**config.mk**
```make
export PLATFORM = sky130hd
export DESIGN_NAME = utf8_validate_and_repair_top
export DESIGN_NICKNAME = d
export VERILOG_FILES = /design/src/rtl/u8vr_pkg.sv /design/src/rtl/u8vr_step.sv /design/src/rtl/utf8_validate_and_repair_top.sv
export SDC_FILE = /design/constraint.sdc
export NUM_CORES = 1
export LEC_CHECK = 0
export BUFFER_PORTS_ARGS = -buffer_cell sky130_fd_sc_hd__buf_2
export CELL_PAD_IN_SITES_DETAIL_PLACEMENT = 0
export CELL_PAD_IN_SITES_GLOBAL_PLACEMENT = 1
export CORE_UTILIZATION = 44
export CTS_CLUSTER_SIZE = 10
export DETAILED_ROUTE_END_ITERATION = 16
export PLACE_DENSITY = 0.78
export SYNTH_ARGS = -nofsm -noshare
export SYNTH_HDL_FRONTEND = slang
export SYNTH_SLANG_ARGS = --single-unit
```
**constraint.sdc**
```tcl
create_clock -name clock -period 4.7 [get_ports clock]
set_input_delay 0.47 -clock clock [delete_from_list [all_inputs] [get_ports clock]]
set_output_delay 0.47 -clock clock [all_outputs]
set_load 0.02 [all_outputs]
```
**src/rtl/u8vr_pkg.sv**
```systemverilog
// shared types, constants and sequence tables for the utf-8 validate and repair block
package u8vr_pkg;

   localparam int SEQ_W       = 5;
   localparam int NUM_STATES  = 19;
   localparam int HELD_DEPTH  = 3;
   localparam int RES_DEPTH   = 5;
   localparam int CNT_W       = 3;

   // lead byte codes and continuation limits of the well-formed table
   localparam logic [7:0] ASCII_MAX   = 8'h7F;
   localparam logic [7:0] LEAD2_LO    = 8'hC2;
   localparam logic [7:0] LEAD2_HI    = 8'hDF;
   localparam logic [7:0] LEAD_E0     = 8'hE0;
   localparam logic [7:0] LEAD_ED     = 8'hED;
   localparam logic [7:0] LEAD_F0     = 8'hF0;
   localparam logic [7:0] LEAD_F4     = 8'hF4;
   localparam logic [7:0] LEAD4_LO    = 8'hF1;
   localparam logic [7:0] LEAD4_HI    = 8'hF3;
   localparam logic [7:0] CONT_LO     = 8'h80;
   localparam logic [7:0] CONT_HI     = 8'hBF;
   localparam logic [7:0] CONT_A0     = 8'hA0;
   localparam logic [7:0] CONT_9F     = 8'h9F;
   localparam logic [7:0] CONT_90     = 8'h90;
   localparam logic [7:0] CONT_8F     = 8'h8F;

   // sequence states
   localparam logic [SEQ_W-1:0] ST_IDLE    = 5'd0;
   localparam logic [SEQ_W-1:0] ST_C2_1    = 5'd1;
   localparam logic [SEQ_W-1:0] ST_E0_1    = 5'd2;
   localparam logic [SEQ_W-1:0] ST_E0_2    = 5'd3;
   localparam logic [SEQ_W-1:0] ST_E1_1    = 5'd4;
   localparam logic [SEQ_W-1:0] ST_E1_2    = 5'd5;
   localparam logic [SEQ_W-1:0] ST_ED_1    = 5'd6;
   localparam logic [SEQ_W-1:0] ST_ED_2    = 5'd7;
   localparam logic [SEQ_W-1:0] ST_EE_1    = 5'd8;
   localparam logic [SEQ_W-1:0] ST_EE_2    = 5'd9;
   localparam logic [SEQ_W-1:0] ST_F0_1    = 5'd10;
   localparam logic [SEQ_W-1:0] ST_F0_2    = 5'd11;
   localparam logic [SEQ_W-1:0] ST_F0_3    = 5'd12;
   localparam logic [SEQ_W-1:0] ST_F1_1    = 5'd13;
   localparam logic [SEQ_W-1:0] ST_F1_2    = 5'd14;
   localparam logic [SEQ_W-1:0] ST_F1_3    = 5'd15;
   localparam logic [SEQ_W-1:0] ST_F4_1    = 5'd16;
   localparam logic [SEQ_W-1:0] ST_F4_2    = 5'd17;
   localparam logic [SEQ_W-1:0] ST_F4_3    = 5'd18;

   typedef struct packed {
      logic [7:0] data_byte;
      logic       end_of_string;
   } req_type;

   typedef struct packed {
      logic [7:0] out_byte;
      logic       byte_present;
      logic       string_summary;
      logic       well_formed;
      logic       last_of_run;
   } rsp_type;

   // control handed from the step logic to the state registers
   typedef struct packed {
      logic [SEQ_W-1:0] next_seq;
      logic             next_err;
      logic             held_we;
      logic [1:0]       held_idx;
      logic [CNT_W-1:0] res_count;
   } step_ctl_type;

   // lowest accepted byte in an open state
   function automatic logic [7:0] range_lo(input logic [SEQ_W-1:0] st);
      case (st)
         ST_IDLE: range_lo = 8'h00;
         ST_E0_1: range_lo = CONT_A0;
         ST_F0_1: range_lo = CONT_90;
         default: range_lo = CONT_LO;
      endcase
   endfunction

   // highest accepted byte in an open state
   function automatic logic [7:0] range_hi(input logic [SEQ_W-1:0] st);
      case (st)
         ST_IDLE: range_hi = ASCII_MAX;
         ST_ED_1: range_hi = CONT_9F;
         ST_F4_1: range_hi = CONT_8F;
         default: range_hi = CONT_HI;
      endcase
   endfunction

   // state after an accepted continuation byte
   function automatic logic [SEQ_W-1:0] cont_state(input logic [SEQ_W-1:0] st);
      case (st)
         ST_E0_1: cont_state = ST_E0_2;
         ST_E1_1: cont_state = ST_E1_2;
         ST_ED_1: cont_state = ST_ED_2;
         ST_EE_1: cont_state = ST_EE_2;
         ST_F0_1: cont_state = ST_F0_2;
         ST_F0_2: cont_state = ST_F0_3;
         ST_F1_1: cont_state = ST_F1_2;
         ST_F1_2: cont_state = ST_F1_3;
         ST_F4_1: cont_state = ST_F4_2;
         ST_F4_2: cont_state = ST_F4_3;
         default: cont_state = ST_IDLE;
      endcase
   endfunction

   // bytes already held in a state
   function automatic logic [1:0] held_count(input logic [SEQ_W-1:0] st);
      case (st) inside
         ST_IDLE:                                          held_count = 2'd0;
         ST_E0_2, ST_E1_2, ST_ED_2, ST_EE_2,
         ST_F0_2, ST_F1_2, ST_F4_2:                        held_count = 2'd2;
         ST_F0_3, ST_F1_3, ST_F4_3:                        held_count = 2'd3;
         default:                                          held_count = 2'd1;
      endcase
   endfunction

   // state entered by a lead byte, idle when the byte cannot start a sequence
   function automatic logic [SEQ_W-1:0] lead_state(input logic [7:0] b);
      case (b) inside
         LEAD_E0:              lead_state = ST_E0_1;
         LEAD_ED:              lead_state = ST_ED_1;
         LEAD_F0:              lead_state = ST_F0_1;
         LEAD_F4:              lead_state = ST_F4_1;
         [LEAD2_LO:LEAD2_HI]:  lead_state = ST_C2_1;
         [8'hE1:8'hEC]:        lead_state = ST_E1_1;
         [8'hEE:8'hEF]:        lead_state = ST_EE_1;
         [LEAD4_LO:LEAD4_HI]:  lead_state = ST_F1_1;
         default:              lead_state = ST_IDLE;
      endcase
   endfunction

endpackage

```
**src/rtl/u8vr_step.sv**
```systemverilog
// per-byte step logic: sequence check, held byte update and result list
module u8vr_step
   import u8vr_pkg::*;
(
   input  logic [SEQ_W-1:0]                 seq_state,
   input  logic                             err_seen,
   input  logic [HELD_DEPTH-1:0][7:0]       held,
   input  logic                             repair,
   input  req_type                          item,
   output step_ctl_type                     ctl,
   output rsp_type [RES_DEPTH-1:0]          res
);

   logic [SEQ_W-1:0] st;
   logic [SEQ_W-1:0] nx;
   logic [1:0]       h;
   logic [7:0]       b;
   logic             done;
   logic             err;
   logic [CNT_W-1:0] n;

   always_comb begin
      b    = item.data_byte;
      st   = (seq_state >= SEQ_W'(NUM_STATES)) ? ST_IDLE : seq_state;
      h    = held_count(st);
      nx   = cont_state(st);
      done = 1'b0;
      err  = err_seen;
      n    = '0;
      res  = '0;
      ctl  = '0;

      // continuation of an open sequence
      if (st != ST_IDLE) begin
         if (b >= range_lo(st) && b <= range_hi(st)) begin
            if (nx == ST_IDLE) begin
               if (repair) begin
                  for (int i = 0; i < HELD_DEPTH; i++) begin
                     if (2'(i) < h) begin
                        res[i].out_byte     = held[i];
                        res[i].byte_present = 1'b1;
                     end
                  end
                  res[{1'b0, h}].out_byte     = b;
                  res[{1'b0, h}].byte_present = 1'b1;
                  n = {1'b0, h} + 3'd1;
               end
            end else if (h < 2'd3) begin
               ctl.held_we  = 1'b1;
               ctl.held_idx = h;
            end
            st   = nx;
            done = 1'b1;
         end else begin
            err = 1'b1;
            st  = ST_IDLE;
         end
      end

      // sequence start, also for a rejected continuation byte
      if (!done) begin
         if (b <= ASCII_MAX) begin
            if (repair) begin
               res[0].out_byte     = b;
               res[0].byte_present = 1'b1;
               n = 3'd1;
            end
         end else if (lead_state(b) != ST_IDLE) begin
            ctl.held_we  = 1'b1;
            ctl.held_idx = 2'd0;
            st = lead_state(b);
         end else begin
            err = 1'b1;
         end
      end

      // end of string summary
      if (item.end_of_string) begin
         if (st != ST_IDLE)
            err = 1'b1;
         st = ST_IDLE;
         res[n].string_summary = 1'b1;
         res[n].well_formed    = !err;
         n   = n + 3'd1;
         err = 1'b0;
      end

      if (n != '0)
         res[n - 3'd1].last_of_run = 1'b1;

      ctl.next_seq  = st;
      ctl.next_err  = err;
      ctl.res_count = n;
   end

endmodule

```
**src/rtl/utf8_validate_and_repair_top.sv**
```systemverilog
// top level of the utf-8 validate and repair block: state, result buffer and handshakes
// Checks one string byte per req transaction against the well-formed utf-8 byte ranges and,
// with repair_enable set, passes on ascii bytes at once and multibyte sequences whole when
// their last byte arrives; bad bytes and unfinished sequences are dropped, and the last byte
// of a string also yields a summary transaction with well_formed. A byte is taken every
// cycle as long as each byte gives at most one result and rsp_stall stays low; a byte that
// completes a sequence or ends a string gives n results (up to five) that leave one per
// cycle while rsp_stall is low from the five-entry result buffer, and the req side is held
// off until the last of them is taken. Results are registered and appear on rsp in the cycle
// after their byte is taken. repair_enable is written on the csr channel, which is always ready.
module utf8_validate_and_repair_top
   import u8vr_pkg::*;
(
   input  logic    clock,
   input  logic    reset,
   input  logic    req_valid,
   output logic    req_stall,
   input  req_type req_payload,
   output logic    rsp_valid,
   input  logic    rsp_stall,
   output rsp_type rsp_payload,
   input  logic    csr_valid,
   output logic    csr_ready,
   input  logic    csr_data
);

   logic                       repair_ff;
   logic [SEQ_W-1:0]           seq_ff, seq_in;
   logic                       err_ff, err_in;
   logic [HELD_DEPTH-1:0][7:0] held_ff;
   rsp_type [RES_DEPTH-1:0]    buf_ff, buf_in;
   logic [CNT_W-1:0]           cnt_ff, cnt_in;
   rsp_type [RES_DEPTH-1:0]    step_res;
   step_ctl_type               step_ctl;
   logic                       req_take;
   logic                       rsp_take;

   // configuration register
   assign csr_ready = 1'b1;

   always_ff @(posedge clock) begin
      if (reset)
         repair_ff <= 1'b1;
      else if (csr_valid && csr_ready)
         repair_ff <= csr_data;
   end

   // handshakes
   assign rsp_valid   = (cnt_ff != '0);
   assign rsp_payload = buf_ff[0];
   assign rsp_take    = rsp_valid && !rsp_stall;
   assign req_stall   = !((cnt_ff == '0) || (cnt_ff == 3'd1 && rsp_take));
   assign req_take    = req_valid && !req_stall;

   u8vr_step u_step (
      .seq_state (seq_ff),
      .err_seen  (err_ff),
      .held      (held_ff),
      .repair    (repair_ff),
      .item      (req_payload),
      .ctl       (step_ctl),
      .res       (step_res)
   );

   // sequence state and error flag
   always_comb begin
      seq_in = seq_ff;
      err_in = err_ff;
      if (req_take) begin
         seq_in = step_ctl.next_seq;
         err_in = step_ctl.next_err;
      end
   end

   always_ff @(posedge clock) begin
      if (reset) begin
         seq_ff <= ST_IDLE;
         err_ff <= 1'b0;
      end else begin
         seq_ff <= seq_in;
         err_ff <= err_in;
      end
   end

   // held lead and continuation bytes
   always_ff @(posedge clock) begin
      if (req_take && step_ctl.held_we)
         held_ff[step_ctl.held_idx] <= req_payload.data_byte;
   end

   // result buffer: load on accept, shift on each taken transaction
   always_comb begin
      buf_in = buf_ff;
      cnt_in = cnt_ff;
      if (req_take) begin
         buf_in = step_res;
         cnt_in = step_ctl.res_count;
      end else if (rsp_take) begin
         for (int i = 0; i < RES_DEPTH - 1; i++)
            buf_in[i] = buf_ff[i + 1];
         cnt_in = cnt_ff - 3'd1;
      end
   end

   always_ff @(posedge clock) begin
      if (reset)
         cnt_ff <= '0;
      else
         cnt_ff <= cnt_in;
   end

   always_ff @(posedge clock) begin
      buf_ff <= buf_in;
   end

   // the result count never exceeds the buffer depth, as the buffer holds one byte's results at most
   assert property (@(posedge clock) disable iff (reset) cnt_ff <= CNT_W'(RES_DEPTH))
      else $error("result buffer count out of range");

   // a new byte is only taken when the buffer is empty or its last result drains in the same cycle
   assert property (@(posedge clock) disable iff (reset)
      req_take |-> (cnt_ff == '0 || (cnt_ff == 3'd1 && rsp_take)))
      else $error("byte accepted over pending results");

   // a summary closes the run of its byte and carries no byte
   assert property (@(posedge clock) disable iff (reset)
      (rsp_valid && rsp_payload.string_summary) |->
         (rsp_payload.last_of_run && !rsp_payload.byte_present))
      else $error("malformed summary transaction");

   // end of string always leaves no sequence open and no error pending
   assert property (@(posedge clock) disable iff (reset)
      (req_take && req_payload.end_of_string) |=> (seq_ff == ST_IDLE && !err_ff))
      else $error("state not cleared at end of string");

endmodule
```
# After elaboration in Yosys (flattened, before gate mapping)
# Memory sizes are Yosys's and may differ from the RTL's.
# Index checks and enable logic that the tools add are counted.
# classes
n_addsub	4
magnitude_cmp	24
n_eq_ne	19
mux	95
reduce_logical	28
# op_table
cell	n
$mux 60	6
$bwmux 60	5
$mux 9	18
$demux 12 s3	3
$mux 48	2
$mux 5	16
$mux 3	18
$demux 12 s2	2
$pmux 8 s3	2
$eq 8x8->1 const B	4
$ge 8x8->1 const B	4
$le 8x8->1 const B	4
$eq 5x4->1 const B	6
$bwmux 24	1
$mux 8	3
$demux 8 s2	1
$eq 5x3->1 const B	3
$eq 5x5->1 const B	3
$reduce_bool 5->1	3
$logic_and 1x1->1	13
$mux 12	1
$mux 1	11
$eq 5x2->1 const B	2
$logic_not 5->1	2
25 further kinds	37
# totals
register_bits	94
mem_bits_ro	160
in_bits	15
elab_cells	203
n_memories	1
# mem_list
memory	depth	width	read_ports	rd_ports_with_merged_regs	write_ports	line	rtl
(no name shown)	32	5	1	0	0	u8vr_pkg.sv:92	case (st)

# Depth between registers and ports, before layout
# Gate-level depths: netlist of the first run.
# depth
depth_word	28
mapped_depth	23
mapped_depth_nobuf	22

# Modules after synthesis
# Synthesis of the first run repeated with hierarchy kept, for this count alone.
# hier_totals
cells_unflattened	583
hier_area_um2	5540.3
# modules_own_cells
module	instances	cells_each	area_each_um2	seq_area_each_um2
utf8_validate_and_repair_top	1	315	3718.6	2722.6
u8vr_step	1	268	1821.7	0.0

# Worst setup path before layout of the first run
# Ideal clock, no wire load.
# synth_path
path_type	reg2reg
start	reg seq_ff[2]
end	reg buf_ff[12] (netlist bit) (data pin)
t_arrival_ps	4400
setup_slack_ps	36
stages_incl_launch_ff	24
path_buffers	1
cell_sequence	dfxtp_1 > or2_2 > o21ai_0 > nand2_1 > inv_1 > ha_1 > clkbuf_1 > nand2b_1 > nor3b_1 > ha_1 > or3b_1 > nor4_2 > o32ai_2 > nor2_8 > nor2_2 > a41oi_4 > inv_1 > ha_1 > and2_1 > nor2_1 > ha_1 > nor2_1 > mux2i_4 > o31ai_1
# synth_lines
item	line	rtl
from (decl)	utf8_validate_and_repair_top.sv:28	logic [SEQ_W-1:0] seq_ff, seq_in;
from (signal assigned)	utf8_validate_and_repair_top.sv:80	seq_ff <= seq_in;
to (signal assigned)	utf8_validate_and_repair_top.sv:113	buf_ff <= buf_in;
to (decl)	utf8_validate_and_repair_top.sv:31	rsp_type [RES_DEPTH-1:0] buf_ff, buf_in;

==> results of run 1 <==
## worst register-to-register path: cells and delay by family (launching register included)
kind / cells / cell delay (ns)
multiplexers: 1 / 0.22
adder cells (fa/ha/maj): 4 / 1.02
AO/OA/AOI/OAI: 4 / 0.56
AND/OR/NAND/NOR: 11 / 1.88
buffers and inverters: 2 / 0.26
flip-flops: 1 / 0.32
## synthesized netlist by cell type (all sizes together), types with 2 or more instances
cell / n / area, sq um
a211oi: 4 / 47.5
a21oi: 18 / 90.1
a221oi: 8 / 70.1
a22o: 2 / 18.8
a22oi: 2 / 15.0
and2: 8 / 51.3
buf: 21 / 155
clkbuf: 14 / 52.6
dfxtp: 10 / 200
edfxtp: 75 / 2250
ha: 18 / 225
inv: 19 / 71.3
mux2i: 19 / 203
nand2: 64 / 240
nand2b: 7 / 43.8
nand3: 9 / 50.1
nand4: 5 / 61.3
nor2: 42 / 184
nor2b: 4 / 25.0
nor3: 14 / 70.1
nor4: 3 / 25.0
o21a: 3 / 22.5
o21ai: 30 / 154
o22ai: 2 / 18.8
o31ai: 2 / 15.0
o32ai: 3 / 41.3
o41ai: 6 / 60.1
or2: 4 / 25.0
or3: 2 / 13.8
or3b: 2 / 17.5
xnor2: 3 / 33.8
## metrics by stage
stage | power (mW) | worst slack, ns | util [%]
floorplan | 1.88 | 0.0360 | -
global placement | 2.02 | 0.242 | 48.2
detailed placement | 2.05 | 0.0738 | 48.2
CTS | 2.63 | 0.0446 | 50.4
global route | 2.78 | -0.0291 | 51.0
finish | 2.62 | 0.224 | 51.0
## flip-flops by register name, summed over array words and instances, names as in the netlist
signal / cells
buf_ff: 39
cnt_ff: 3
err_ff: 1
held_ff: 24
repair_ff: 1
rsp_payload: 12
seq_ff: 5
## routing by layer
layer | wire length, um | global-route usage (%) | vias to the layer above
met1 | 4670 | 26.4 | 1593
met4 | 119 | 6.35 | 0
met5 | 0 | 0 | -
met3 | 293 | 3.19 | 8
met2 | 4760 | 29.1 | 66
li1 | - | - | 1662
## path summary, 6_finish.rpt
kind / to / slack, ns / cells after the start
worst max-delay path: buf_ff[12] / 0.22 / 22
worst min-delay path: repair_ff / 0.32 / 2
worst max register to register: buf_ff[12] / 0.22 / 22
worst min register to register: buf_ff[38] / 0.52 / 2
## cell usage in the layout (no fill, tap or decap), types with 6 or more instances in the layout
master     n
buf_4     20
nor3_1    13
a221oi_1   8
nor2_1    38
and2_1     6
o21ai_1   11
buf_2     28
edfxtp_1  75
a21oi_1   18
clkbuf_8   9
nand3_1    8
dfxtp_1   10
o21ai_0   18
ha_1      16
nand2_1   63
nand2b_1   7
mux2i_1   18
inv_1     15
## cell families (layout without fill, tap and decap cells)
logic type	Yosys count	after routing	synth area share [%]
mux	19	19	4.24
simple gates	170	170	18.1
xor+xnor	4	4	1.05
compound gates	94	94	14.4
flops	85	85	51.3
buf+inv	54	84	5.84
other cells	1	1	0.0784
fa+ha+maj	19	19	4.95
## cell type report
cell class	instances	area, sq um
fillers	945	5100
multi-input cells	307	2090
well taps	136	170
clock inverters	7	101
repair buffers	49	302
inverters	19	71.3
clock buffers	9	124
flip-flops and latches	85	2450
## power by group
part           switching (mW)  internal [mW]
Clock                   0.281          0.307
Combinational           0.546          0.246
Sequential             0.0636           1.18
Total                   0.891           1.73
## repair_timing
action	CTS	global route
endpoints found under the setup margin	0	5
buffers inserted	0	3
hold buffers	0	0
hold endpoints to repair	0	0
gates resized for setup	0	14
==> metrics.cfg, run 1 <==
[cts]
cts_htree_levels = 3
cts_buffer_depth = 2
clk_pin_slew_ns = 0.09
cts_sinks = 85
numCtsBuffers = 9
cts_tree = yes
cts_root_buf = clkbuf_8
clk_latency_ns = 0.35

[critical_path]
cp.required_ns = 4.81
cp_slowest_cell = or3b_4
path_max_fanout = 8
critPathKind = reg -> reg
start_kind = flip-flop
cp-startpoint = seq_ff[2]
cp_cell_sequence = or2_2 -> o21ai_1 -> nand2_1 -> ha_2 -> nand2b_1 -> nor3b_2 -> ha_1 -> or3b_4 -> nor4_4 -> o32ai_2 -> buf_4 -> nor2_8 -> nor2_4 -> a41oi_4 -> inv_2 -> ha_1 -> and2_1 -> nor2_2 -> ha_2 -> nor2_1 -> mux2i_4 -> o31ai_1
critPathArrivalTime_ns = 4.58
slowest_delay_ns = 0.38
end_kind = flip-flop
crit_family = simple AND/OR/NAND/NOR gates
rr_startpoint = seq_ff[2]
critPathBufInv = 2

[die]
rows = 37
ios = 30
floorplan.initialDensity_pct = 45.9
dieArea_sq_mm = 0.0113
fp.dieH_um = 106
coreArea_sq_mm = 0.0104
die_x_um = 106

[sta]
timing.setup.tns_ns = 0
finalSetupViolations = 0
slew_viol_final = 0
tightest_slew_ns = 0.906
relSlewSlack_pct = 39.6
hold_slack_ns = 0.323
finClkSkew_ns = 0.0117
min_period_ns = 4.48
fin_crit_sh_pct = 95.2
finalHoldViolCount = 0
fmax_mhz = 223

[routing]
drt_wl_total_mm = 9.84
routedWlPerCell_um = 16.1
post-route-drc-count = 0
drtPass1Iterations = 4
vias_per_cell = 5.44
antenna_left = 0
drt_iter0_drc = 141
via_count = 3329

[pwr]
vdd_drop_max_mv = 0.198
p_leak_nw = 2.08
power_density_mw_per_mm2 = 493

[yosys]
syn_nets = 479
synthesis.area_sq_mm = 0.00478
synth-seq-area-share_pct = 51.3
ys_ff_latch = 85
ys.flop_type = edfxtp_1
synth_area_per_cell_sq_um = 10.7
ys_warn_count = 0
async_reset_ff_share_pct = 0
ys_types = 80
synth_edf_count = 75
syn_inst = 446

[global_route]
grt_pass1_vias = 3252
grt_remaining_overflow = 0
antenna_found_initial = 0
grt_usage_pct = 18.7
grt_pass1_wl_mm = 16.5
grt_max_degree = 61

[placed_design]
place_inst = 593
dpl_cell_area_sq_mm = 0.00502
io_buffers = 28
gp_congestion = 0.900
dp_hpwl_mm = 6.80

[finish]
areaGrowthSynthToFinish_pct = 11.1
nets = 504
fin_area_sq_mm = 0.00531
diodes = 0
drive_above_1_share_pct = 21.8
final_cells = 612

[run]
maxCapViolations = 0

[min_path]
hp-class = in -> reg
worstHoldStart = csr_data

[status]
status = finished clean

Note: power is estimated with default switching activity, not from simulation.
==> inputs of run 2 (changes only) <==
ABC_AREA = 1   (was not set)
CORE_UTILIZATION = 42   (was 44)
==> run 2 against run 1 <==
Clock-buffer cell count is 2 higher. Die area is 5.5% higher. Clock skew is 0.0036 ns lower. Via count is 9.9% higher. Cell area is 0.12% higher. Total power is 4.9% higher. Clock power is 19% higher. Sequential share of layout area hardly changed. Global-route usage is 0.15 points higher. Critical path type unchanged.
==> metrics.cfg, run 2 <==
[critical_path]
start_kind = flip-flop
critPathArrivalTime_ns = 4.34
worstReg2RegEnd = rsp_payload[0]
crit_family = simple AND/OR/NAND/NOR gates
slowest_delay_ns = 0.38
critPathBufInv = 5
path_max_fanout = 10
rr_startpoint = seq_ff[2]
path_common_cell = nand2_1
end_kind = flip-flop
critPathKind = reg -> reg
cp-startpoint = seq_ff[2]
r2r_cells = 30
cp.required_ns = 4.79
worst-r2r-setup-slack_ns = 0.45
cp_slowest_cell = dfxtp_2

[die]
ios = 30
floorplan.initialDensity_pct = 43.9
rows = 38
fp.dieH_um = 109
coreArea_sq_mm = 0.0110
die_x_um = 109
dieArea_sq_mm = 0.0119

[yosys]
synth_area_per_cell_sq_um = 8.79
synth_area_leaders = edfxtp_1, nand2_1, o21ai_0
syn_nets = 581
ys_types = 41
synthesis.area_sq_mm = 0.00482
yosys.area.top_type_share_pct = 46.8
yosys.area.top_type = edfxtp_1
async_reset_ff_share_pct = 0
synthTopCellsByCount = nand2_1, edfxtp_1, inv_1
post-synth-top-count-cell = nand2_1
ys.flop_type = edfxtp_1
synth-seq-area-share_pct = 50.9
synth_edf_count = 75
ys_warn_count = 0
syn_inst = 548
ys_ff_latch = 85

[sta]
fin_crit_sh_pct = 90.4
tightest_slew_ns = 0.824
rsz0062_at_grt = no
finalHoldViolCount = 0
min_period_ns = 4.25
slew_viol_final = 0
finalSetupViolations = 0
finClkSkew_ns = 0.00803
relSlewSlack_pct = 44.7
fmax_mhz = 235
timing.setup.tns_ns = 0

[min_path]
min_to = repair_ff
worstHoldStart = csr_valid
hp-class = in -> reg
hold_path_depth = 2

[finish]
largest_register_ffs = 39
diodes = 0
mostFrequentLayoutCell = nand2_1
drive_above_1_share_pct = 14.7
areaGrowthSynthToFinish_pct = 10.4
final_cells = 710
mostFrequentLayoutCells = nand2_1, edfxtp_1, inv_1
regMostFlops = buf_ff
fin_area_sq_mm = 0.00532
nets = 598

[global_route]
grt_pass1_vias = 3545
grt_pass1_wl_mm = 17.2
grt_max_degree = 48
antenna_found_initial = 0
grt_usage_pct = 18.9
grt_remaining_overflow = 0

[routing]
vias_per_cell = 5.15
antenna_left = 0
drtPass1Iterations = 5
routedWlPerCell_um = 14.6
drt_wl_total_mm = 10.4
drt_iter0_drc = 194
via_count = 3657
post-route-drc-count = 0

[placed_design]
dp_hpwl_mm = 7.43
dpl_cell_area_sq_mm = 0.00501
place_inst = 694
gp_congestion = 0.838
io_buffers = 28

[cts]
cts_sinks = 85
cts_buffer_depth = 2
numCtsBuffers = 9
cts_root_buf = clkbuf_16
clk_pin_slew_ns = 0.06
cts_htree_levels = 3
clk_latency_ns = 0.33
cts_tree = yes

[pwr]
power_density_mw_per_mm2 = 517
p_leak_nw = 2.27
vdd_drop_max_mv = 0.281

[run]
maxCapViolations = 0

[status]
status = finished clean

-- run 2: cell types whose count changed after synthesis, sizes merged, moves of 5 or more --
cell and delta:
clkbuf -6, nand2b -7, mux2i -19, nor3 -11, a21oi +5, o21ai +29
nand4 +6, inv +46, a31oi +6, a221oi -8, and2 -8, nand3 +30
o41ai -6, nand2 +85
-- run 2: area by class of cell --
class                      instances  area, sq um
timing repair buffer              33          178
multi-input combinational        369         1960
tap                              140          175
clock buffer                      11          233
sequential                        85         2450
clock inverter                     5         60.1
inverter                          67          260
fill                            1055         5660
-- run 2: how the worst max path moves through the flow --
stage	endpoint	slack (ns)	cells after the start
2_1_floorplan	buf_ff[24]	0.68	31
3_3_place_gp	rsp_payload[0]	0.33	28
3_5_place_dp	rsp_payload[0]	0.11	29
4_1_cts	rsp_payload[0]	0.11	29
5_1_grt	buf_ff[24]	0.05	31
6_report	rsp_payload[0]	0.45	30
-- run 2: through the flow --
stage / hold WS, ns / worst slack, ns / total power, mW / util (%)
2_1_floorplan: 0.445 / 0.680 / 1.92 / -
3_3_place_gp: 0.479 / 0.331 / 2.05 / 45.6
3_5_place_dp: 0.478 / 0.111 / 2.08 / 45.6
4_1_cts: 0.346 / 0.112 / 2.78 / 48.3
5_1_grt: 0.346 / 0.0495 / 2.92 / 48.4
6_report: 0.351 / 0.453 / 2.75 / 48.4
-- run 2: report_power, final --
| part | internal [mW] | switching, mW | leakage [nW] |
|---|---|---|---|
| Combinational | 0.219 | 0.565 | 1.32 |
| Sequential | 1.20 | 0.0652 | 0.809 |
| Clock | 0.414 | 0.283 | 0.140 |
-- run 2: metal layers --
metal	vias to the layer above	GRT usage, %	part of all wire, %
met4	0	6.37	1.6
met2	91	30.2	45
met5	-	0	0
li1	1866	-	-
met1	1687	26.0	48
met3	13	2.69	4.7
-- run 2: kinds of logic (layout without fill, tap and decap cells) --
logic type	after synthesis	after routing	share of synthesized area [%]
adders and majority gates	18	18	4.68
xor gates and xnor gates	2	2	0.364
and+or+nand+nor	249	249	24.1
buffers and inverters	94	116	8.73
AOI/OAI and AO/OA	99	99	11.1
other	1	1	0.0778
DFF	85	85	50.9
-- run 2: repair_timing --
item / in CTS / in global routing
endpoints found under the setup margin: 0 / 5
resized for setup: 0 / 6
buffers inserted: 0 / 0
hold buffers: 0 / 0
